File: config.mk
export PLATFORM = sky130hd
export DESIGN_NAME = gast_fifo
export DESIGN_NICKNAME = d
export VERILOG_FILES = /design/src/gast_pkg.sv /design/src/gast_fifo.sv
export SDC_FILE = /design/constraint.sdc
export NUM_CORES = 1
export LEC_CHECK = 0
export BUFFER_PORTS_ARGS = -buffer_cell sky130_fd_sc_hd__buf_4
export CORE_UTILIZATION = 35
export CTS_BUF_LIST = sky130_fd_sc_hd__clkbuf_16
export DETAILED_ROUTE_END_ITERATION = 12
export GPL_TIMING_DRIVEN = 0
export PLACE_DENSITY_LB_ADDON = 0.25
export SKIP_CTS_REPAIR_TIMING = 1
export SLEW_MARGIN = 20
export SYNTH_ARGS = -nofsm -noshare
export SYNTH_HDL_FRONTEND = slang
export SYNTH_SLANG_ARGS = --single-unit
File: constraint.sdc
create_clock -name clk_i -period 2.15 [get_ports clk_i]
set_clock_uncertainty 0.05 [all_clocks]
set_input_delay 0.215 -clock clk_i [delete_from_list [all_inputs] [get_ports clk_i]]
set_output_delay 0.215 -clock clk_i [all_outputs]
set_load 0.02 [all_outputs]
File: src/gast_pkg.sv
package gast_pkg;

  // Field widths of the channels
  localparam int unsigned FIELD_W = 32;
  localparam int unsigned TOL_W = 16;

  // Default coordinate width (low bits of each field that carry the value)
  localparam int unsigned COORD_WIDTH_DEF = 32;

  // Command queue between front and back
  localparam int unsigned FIFO_DEPTH = 4;
  localparam int unsigned FIFO_PTR_W = $clog2(FIFO_DEPTH);

  // Class of a point against the tolerance band
  typedef enum logic [1:0] {
    CLS_ZERO,
    CLS_ABOVE,
    CLS_BELOW
  } cls_e;

  // Kind of vertex the back end emits
  typedef enum logic [1:0] {
    VK_PREV_AXIS,  // (previous x, 0)
    VK_CROSS,      // (crossing x, 0)
    VK_POINT,      // (x, y)
    VK_AXIS        // (x, 0)
  } vk_e;

  // Vertex list of one point; last_idx is the index of its final vertex
  typedef struct packed {
    vk_e        c0;
    vk_e        c1;
    vk_e        c2;
    vk_e        c3;
    logic [1:0] last_idx;
  } cmd_t;

  localparam int unsigned CMD_W = $bits(cmd_t);

  typedef enum logic {
    BK_RUN,
    BK_CALC
  } bk_state_e;

  typedef enum logic [2:0] {
    XU_IDLE,
    XU_MUL,
    XU_PREP,
    XU_DIV,
    XU_FIN
  } xu_state_e;

endpackage

File: src/gast_fifo.sv
module gast_fifo import gast_pkg::*; #(
  parameter int unsigned DW = CMD_W
) (
  input  logic          clk_i,
  input  logic          rst_ni,
  input  logic          push_i,
  input  logic [DW-1:0] data_i,
  input  logic          pop_i,
  output logic [DW-1:0] data_o,
  output logic          full_o,
  output logic          empty_o
);

  logic [DW-1:0]         mem_q [FIFO_DEPTH];
  logic [FIFO_PTR_W-1:0] wr_q, rd_q;
  logic [FIFO_PTR_W:0]   cnt_q;

  assign full_o  = (cnt_q == (FIFO_PTR_W+1)'(FIFO_DEPTH));
  assign empty_o = (cnt_q == '0);
  assign data_o  = mem_q[rd_q];

  // Pointers and fill level
  always_ff @(posedge clk_i or negedge rst_ni) begin
    if (!rst_ni) begin
      wr_q  <= '0;
      rd_q  <= '0;
      cnt_q <= '0;
    end else begin
      if (push_i) begin
        wr_q <= wr_q + 1'b1;
      end
      if (pop_i) begin
        rd_q <= rd_q + 1'b1;
      end
      if (push_i && !pop_i) begin
        cnt_q <= cnt_q + 1'b1;
      end else if (pop_i && !push_i) begin
        cnt_q <= cnt_q - 1'b1;
      end
    end
  end

  // Storage
  always_ff @(posedge clk_i) begin
    if (push_i) begin
      mem_q[wr_q] <= data_i;
    end
  end

endmodule

# [Word level (Yosys, flattened, before mapping)]
# Memories as Yosys holds them, arrays and structs flattened.
# Cells that the tools add are included.
[classes] n_mux=4 n_addsub=4 n_eq_ne=1 n_reduce_logical=6
[op_table] cell="3-bit 2-to-1 mux" count=2
[op_table] cell="2-bit by 1-bit adder with 2-bit output, second input constant" count=2
[op_table] cell="3-bit by 1-bit adder with 3-bit output, second input constant" count=1
[op_table] cell="3-bit == test, second input constant" count=1
[op_table] cell="3-bit zero test" count=1
[op_table] cell="3-bit by 1-bit subtractor with 3-bit output, second input constant" count=1
[op_table] cell="1-bit logical AND" count=2
[op_table] cell="1-bit zero test" count=2
[op_table] cell="1-bit 2-to-1 mux" count=2
[op_table] cell="2-bit nonzero test" count=1
[word_totals] in_bits=14 elab_cells=19 ram_bits=40 memories=1 regBits=7 output_inout_bits=12
[mem_list] memory="mem_q" depth=4 word_bits=10 read_ports=1 rd_clocked_by_memory_dff=0 wr=1 line="gast_fifo.sv:14" text="logic [DW-1:0] mem_q [FIFO_DEPTH];"

# [Logic depth before layout (Yosys ltp)]
[depth] ltp_word=4 ltp_mapped=7 ltp_nobuf=7

# [Worst setup path after synthesis]
# Ideal clock, no wire load.
[synth_timing] path_kind="reg2out" startpoint="register rd_q[0]" endpoint="output port data_o[0]" t_arrival_ps=1127 path_slack_ps=758 path_stages_with_launch=3 n_path_buf=1 path_cell_list="dfrtp_1 buf_6 mux4_2"
[synth_via] elab_chain_cells=1
[synth_rtl] element="start, declared" line="gast_fifo.sv:15" text="logic [FIFO_PTR_W-1:0] wr_q, rd_q;"
[synth_rtl] element="start signal, assigned" line="gast_fifo.sv:33" text="rd_q <= rd_q + 1'b1;"
[synth_rtl] element="memory read 4 x 10 bit"
[synth_rtl] element="end, declared" line="gast_fifo.sv:9" text="output logic [DW-1:0] data_o,"
# No other way between the ends.

# [Final worst setup path]
[layout_timing] startpoint="register rd_q[0]" endpoint="output port data_o[4]"
# The elaborated chain is that of the path after synthesis.

==> impl_metrics.csv <==
group,metric,value,unit
status,outcome,"completed",
routing,antenna_left,0,
final_layout,final-seq-area,1380,sq um
final_layout,area.growth.synth_to_final,25.8,%
final_layout,nets,139,
timing,tns,0,ps
timing,post-route-period-util,87.5,%
routing,routedWlPerCell,15.7,um
worst_setup_path,path_buf_inv,2,
global_route,grt_max_degree,15,
worst_setup_path,worstPathCellList,"buf_6 -> mux4_2 -> buf_4",
timing,maxSlewViolCount,0,
routing,vias,874,
worst_setup_path,r2r-end,"mem_q[0][3]",
worst_setup_path,critPathRequiredTime,1880,ps
worst_setup_path,cp-end-kind,"primary output",
synth,synth_async_sr_flop_share,14.9,%
timing,hold_slack,73.8,ps
routing,drt_iter0_drc,61,
worst_hold_path,hp-start,"pop_i",
placement,place_ws,543,ps
power_and_ir_drop,p_leak,0.863,nW
worst_setup_path,worstSetupStartpointType,"flip-flop",
worst_hold_path,hold_class,"primary input to flip-flop",
placement,gp_congestion,0.665,
routing,dr.pass1.iters,4,
synth,synth_common_cells,"edfxtp_1 (40), mux4_2 (8), dfrtp_1 (7), ha_1 (5)",
placement,hpwl,1.98,mm
power_and_ir_drop,ir_drop,0.780,mV
synth,synthesis.area,1840,sq um
worst_setup_path,rrSetupSlack,580,ps
floorplanning,die_area,5550,sq um
synth,ys_ff_latch,47,
synth,yosysMostFrequentCell,"edfxtp_1",
timing,setup_viol_count_final,0,
worst_hold_path,hold_end,"rd_q[0]",
synth,syn_nets,106,
worst_setup_path,worstRegToRegCells,3,
routing,drc,0,
clocking,clockRootBuffer,"clkbuf_16",
synth,synth_top_cell_by_area,"edfxtp_1",
clocking,htreeDepth,2,
worst_setup_path,max_stage_delay,530,ps
clocking,cts.sinks,47,
global_route,grt_first_pass_wirelength,4.61,mm
placement,port_buffers,25,
final_layout,multiInputGateArea,433,sq um
worst_setup_path,r2r-start,"wr_q[0]",
job,drv_cap,0,
synth,synth_edf_count,40,
synth,yosysTopAreaCellShare,65.3,%
final_layout,fillerInstances,481,
worst_setup_path,cp_top_family,"multiplexers",
floorplanning,core,5070,sq um
synth,ys_warn_count,0,
floorplanning,fp-row-count,26,
final_layout,drive_gt1_share,35.8,%
synth,syn_inst,86,
timing,final-hold-violation-count,0,
global_route,antenna_found_initial,0,
timing,tightest_slew,585,ps
clocking,cts_buffer_depth,2,
floorplanning,die_h,74.5,um
global_route,grt_usage,12.1,%
timing,slew-limit-headroom,61.0,%
synth,yosys_most_used_dff,"edfxtp_1",
final_layout,final_util,45.6,%
power_and_ir_drop,power_density,1430,nW/um^2
global_route,grt_overflow_total,0,
worst_setup_path,slowest_stage,"mux4_2",
routing,finalWirelength,2.98,mm
synth,synth_cell_types,18,
routing,viasPerCell,4.60,
synth,yosysSeqAreaShare,74.8,%
synth,synth.avg_cell_area,21.4,sq um
worst_setup_path,crit_fanout,10,
clocking,tritoncts,"done",
timing,fmax,532,MHz
timing,fin_ws,269,ps
final_layout,antenna_cells,0,
floorplanning,io_pins,26,
clocking,numCtsBuffers,5,
final_layout,fin_area,2310,sq um
clocking,clk_latency,280,ps
timing,grt_setup_unrepaired,"false",
synth,synth_area_leaders,"edfxtp_1 (65%), mux4_2 (9.8%), dfrtp_1 (9.5%)",
placement,placed_area,2120,sq um
global_route,grt_pass1_vias,937,
floorplanning,die_x,74.5,um
worst_hold_path,hold_depth,2,
floorplanning,start_util,36.3,%
clocking,clkTransAtPathRegs,60,ps
worst_setup_path,crit_type,"flip-flop to primary output",
timing,post-route-min-period,1880,ps
worst_setup_path,cp.arrival,1620,ps
## state kept, by name, indices dropped and copies added (netlist names)
signal and cells:
rd_q 2, cnt_q 3, mem_q 40, wr_q 2
## power by group
group	total [mW]	switching [mW]	internal, mW
sequential	1.32	0.102	1.22
combinational	1.03	0.533	0.496
clock	0.967	0.306	0.661
total	3.32	0.942	2.38
## cell type report
class | instances | share of cell area [%]
clock inverters | 3 | 2.76
multi-input cells | 33 | 18.7
repair buffers | 26 | 8.54
inverters | 4 | 0.649
plain buffers | 2 | 0.703
flip-flops and latches | 47 | 59.5
well taps | 70 | 3.78
clock buffers | 5 | 5.41
## cell families (layout without fill, tap and decap cells)
group,Yosys count,after routing,share of synthesized area (%)
mux,11,11,13.3
compound gates,1,1,0.272
flops,47,47,74.8
fa+ha+maj,6,6,4.49
buf+inv,6,40,1.70
simple gates,9,9,2.65
xor+xnor,6,6,2.86
## through the flow
stage          cells  total power [mW]
2_1_floorplan     86              2.00
3_3_place_gp     181              2.36
3_5_place_dp     181              2.40
4_1_cts          189              3.37
5_1_grt          190              3.48
6_report         190              3.32
## per-layer routing
layer | GRT usage, % | up-vias | share of wire, %
met5 | 0 | - | 0
met4 | 5.45 | 0 | 1.8
met3 | 4.34 | 7 | 4.6
met2 | 20.5 | 24 | 50
met1 | 13.7 | 443 | 43
li1 | - | 400 | -
## worst max-delay path by stage
stage	from	endpoint	slack [ps]	depth (start not counted)
floorplan	rd_q[0]	data_o[0]	760	2
detailed placement	wr_q[0]	mem_q[0][8]	540	3
global route	rd_q[0]	data_o[4]	210	3
finish	rd_q[0]	data_o[4]	270	3
global placement	rd_q[0]	data_o[4]	550	3
CTS	rd_q[0]	data_o[4]	250	3
## cells in the final DEF (no fill, tap or decap), types with 4 or more instances in the layout
cell / instances
inv_1: 5
mux4_2: 8
clkbuf_16: 5
edfxtp_1: 40
ha_1: 5
dfrtp_1: 7
buf_4: 25
xor2_1: 4
and2_1: 4
(Power assumes the default switching activity.)
